`config.mk`:
```
export PLATFORM = sky130hd
export DESIGN_NAME = sycon_round
export DESIGN_NICKNAME = d
export VERILOG_FILES = /design/src/rtl/sycon_pkg.sv /design/src/rtl/sycon_round.sv
export SDC_FILE = /design/constraint.sdc
export NUM_CORES = 1
export LEC_CHECK = 0
export ABC_AREA = 1
export BUFFER_PORTS_ARGS = -buffer_cell sky130_fd_sc_hd__buf_2
export CORE_AREA = 4 4 248 250
export DETAILED_ROUTE_END_ITERATION = 10
export DIE_AREA = 0 0 252 254
export GPL_TIMING_DRIVEN = 0
export SLEW_MARGIN = 20
export SYNTH_ARGS = -nofsm -noshare
export SYNTH_HDL_FRONTEND = slang
export SYNTH_SLANG_ARGS = --single-unit
```
`constraint.sdc`:
```
create_clock -name vclk -period 1.6
set_input_delay 0.16 -clock vclk [all_inputs]
set_output_delay 0.16 -clock vclk [all_outputs]
set_load 0.005 [all_outputs]
```
`src/rtl/sycon_pkg.sv`:
```
// Shared types, constants and round functions of the Sycon 320-bit permutation.
// No dependencies; imported by the round logic, the top level and the checker.
package sycon_pkg;

	localparam int WORD_W     = 64;
	localparam int NUM_WORDS  = 5;
	localparam int NUM_ROUNDS = 12;
	localparam int ROUND_W    = $clog2(NUM_ROUNDS);
	localparam int OCC_W      = $clog2(NUM_ROUNDS + 1);

	// Lower seven bytes of the round constant added to word two.
	localparam logic [WORD_W-9:0] RC_LOW = 56'haaaaaaaaaaaaaa;

	typedef logic [WORD_W-1:0] word_t;
	typedef word_t [NUM_WORDS-1:0] state_t;

	// Left rotation of one state word by a fixed amount.
	function automatic word_t rol(input word_t x, input int unsigned r);
		word_t res;
		res = (r % WORD_W == 0) ? x : ((x << (r % WORD_W)) | (x >> (WORD_W - r % WORD_W)));
		return res;
	endfunction

	// Word diffusion: rotate the XOR of the word and two of its rotations.
	function automatic word_t mix(input word_t x, input int unsigned a, input int unsigned b,
			input int unsigned c);
		word_t res;
		res = rol(x ^ rol(x, a) ^ rol(x, b), c);
		return res;
	endfunction

	// Top byte of the round constant for each round.
	function automatic logic [7:0] rc_byte(input logic [ROUND_W-1:0] idx);
		logic [7:0] res;
		case (idx)
			4'd0:    res = 8'h05;
			4'd1:    res = 8'h0a;
			4'd2:    res = 8'h0d;
			4'd3:    res = 8'h0e;
			4'd4:    res = 8'h0f;
			4'd5:    res = 8'h07;
			4'd6:    res = 8'h03;
			4'd7:    res = 8'h01;
			4'd8:    res = 8'h08;
			4'd9:    res = 8'h04;
			4'd10:   res = 8'h02;
			4'd11:   res = 8'h09;
			default: res = 8'h00;
		endcase
		return res;
	endfunction

endpackage

```
`src/rtl/sycon_round.sv`:
```
// One Sycon round: S-box layer, word diffusion and round constant addition.
// Depends on sycon_pkg for the state type and the rotation helpers.
module sycon_round (
	input  sycon_pkg::state_t   state_in,
	input  logic [7:0]          rc,
	output sycon_pkg::state_t   state_out
);
	import sycon_pkg::*;

	word_t a, b, c, d;
	word_t n0, n1, n2, n3, n4;

	// S-box layer applied across the five-bit slices of the words.
	always_comb begin
		a  = state_in[2] ^ state_in[4];
		b  = a ^ state_in[1];
		c  = state_in[1] ^ state_in[3];
		d  = state_in[0] ^ state_in[4];
		n0 = d ^ (b & state_in[3]);
		n1 = (~state_in[1] & state_in[3]) ^ b ^ (~c & state_in[0]);
		n2 = (~d & state_in[2]) ^ c;
		n3 = (~a & state_in[3]) ^ state_in[0] ^ ~state_in[2];
		n4 = (~state_in[4] & state_in[0]) ^ c;
	end

	// Diffusion layer, with the round constant folded into word two.
	always_comb begin
		state_out[0] = mix(n0, 59, 54, 40);
		state_out[1] = mix(n1, 55, 46, 32);
		state_out[2] = mix(n2, 33, 2, 16) ^ {rc, RC_LOW};
		state_out[3] = mix(n3, 21, 42, 56);
		state_out[4] = n4 ^ rol(n4, 13) ^ rol(n4, 26);
	end

endmodule

```
==> flow_summary.ini <==
[floorplan]
die_area_um2 = 64000
die_h_um = 254
rows = 89
die_w_um = 252
boundaryPins = 648
start_util = 0.292
core_um2 = 59000

[timing]
finalHoldViolations = 0
slew_headroom = 0.635
tns_ps = -19750
setup_violations = 205
fin_crit_sh = 1.16
period_minus_slack_ps = 1850
timing.fmax_mhz = 540
worst_slack_ps = -252
report.final.slew_viol_count = 0
grt_setup_unrepaired = yes
worst_slew_pin_slew_ps = 547

[synthesis]
syn_area_per_cell_um2 = 5.08
synth_top_area_share = 0.369
yosys-top-cells-area = nand2_1, xnor2_1, nand3_1, inv_1, ha_1
synth_top_cell_by_area = nand2_1
syn-num-nets = 3848
synthTopCellsByCount = nand2_1, inv_1, nand3_1, xnor2_1, xor2_1
ys_warn_count = 0
synthCells = 3392
seq_area_frac_synth = 0
syn-cell-area_um2 = 17200
ys_types = 15
yosysMostFrequentCell = nand2_1

[drt]
top_layer = met5
wl_per_cell_um = 24.7
wirelength_um = 133000
vias_per_cell = 5.47
route.vias.total = 29400
antenna_left = 0
wl_met3_um = 13300
drc = 0
wl_met1_um = 44900
dr_wl_met2_um = 58700
first_pass_iters = 8
drt_iter0_drc = 2447

[hold_path]
hold_depth = 4
min_from = rc[4]
min_to = state_out[188]
hold_path_class = input port to primary output

[worst_setup_path]
crit_required_ps = 1440
crit_fanout = 4
startpoint = state_in[237]
cp.arrival_ps = 1690
end_kind = primary output
start_kind = input port
path_class = input port to primary output

[pwr]
p_leak_nw = 20.2
power-per-cell-area_nw_per_um2 = 758
vdd_ir_drop_max_mv = 0.681
p_total_mw = 30.4

[grt]
antenna_found_initial = 16
grt_pass1_wl_um = 163000
grt_util_all_layers = 0.344
grt_pass1_vias = 25800
overflow = 0
grt_max_degree = 7

[finish]
final_util = 0.679
layout.nets = 5048
fillers = 4005
numSequentialCells = 0
regArea_um2 = 0
clock_buffer_count = 0
syn2layout_area_growth_pct = 133
drive_gt1_frac = 0.601

[placement]
gp_congestion = 1.03
place_hpwl_um = 94700
io_buffer_count = 648

[outcome]
violations = setup timing
status = finished, violations left

[clock_network]
hold_buffers = 0

[run]
maxCapViolations = 0
## cells by family after synthesis
group | Yosys count | share of synthesized area
and+or+nand+nor | 2264 | 0.552
adders and majority gates | 128 | 0.0930
xor gates and xnor gates | 437 | 0.228
buffers and inverters | 499 | 0.109
AOI/OAI and AO/OA | 64 | 0.0186
## metal layers
metal,track usage,up-vias
met5,0,-
met4,0.234,2
met3,0.0673,662
met2,0.574,1895
met1,0.399,13900
li1,-,13000
## layout by cell type (no fill, tap or decap), drive strengths merged
cell / instances
buf: 1184
clkinv: 20
nand2: 1701
clkbuf: 14
or2: 9
o21ai: 64
xor2: 171
xnor2: 266
ha: 128
nand3: 377
inv: 478
nand3b: 42
diode: 15
clkinvlp: 1
nand4: 135
## power breakdown
| part | switching (mW) | leakage (nW) | internal, mW |
|---|---|---|---|
| Clock | 0 | 0.0000951 | 0.00000104 |
| Sequential | 0 | 0 | 0 |
| Combinational | 16.5 | 20.2 | 13.9 |
| Total | 16.5 | 20.2 | 13.9 |
## critical path, cell delays in order
cell and delay, ps:
buf_8 110, ha_4 280, nand2_2 50, nand2_1 80, nand2_1 80, nand3b_1 220
nand2_4 200, inv_4 60, nand2_2 70, nand2_1 60, nand2_1 60, nand2_2 100
buf_6 140
## worst max path at each step
stage                           to  slack [ps]  cells past startpoint
finish               state_out[68]        -250                     13
global route         state_out[68]        -310                     13
CTS                 state_out[297]        -150                      6
detailed placement  state_out[164]       -1390                      8
global placement    state_out[164]       -1400                      8
floorplan            state_out[83]         180                     11
## metrics by stage
step / setup WS (ps) / area, um2 / hold slack [ps] / cells
6_report: -252 / 40100 / 681 / 5378
2_1_floorplan: 177 / 17200 / 502 / 3392
4_1_cts: -154 / 34500 / 688 / 5205
3_5_place_dp: -1390 / 21500 / 703 / 4813
5_1_grt: -306 / 40100 / 720 / 5373
3_3_place_gp: -1400 / 21400 / 701 / 4813
## timing repair
| item | in CTS | in global routing |
|---|---|---|
| setup buffers | 401 | 184 |
| endpoints found under the setup margin | 279 | 311 |
| gates resized for setup | 1831 | 1032 |
| pin swaps | 614 | 636 |
## layout make-up
class | count | area [um2] | share of cell area
Tap cell | 773 | 967 | 0.0241
Inverter | 499 | 2370 | 0.0592
Antenna cell | 15 | 37.5 | 0.000937
Timing Repair Buffer | 1198 | 11000 | 0.275
Multi-Input combinational cell | 2893 | 25700 | 0.640
Power figures use the tool's default switching activity.
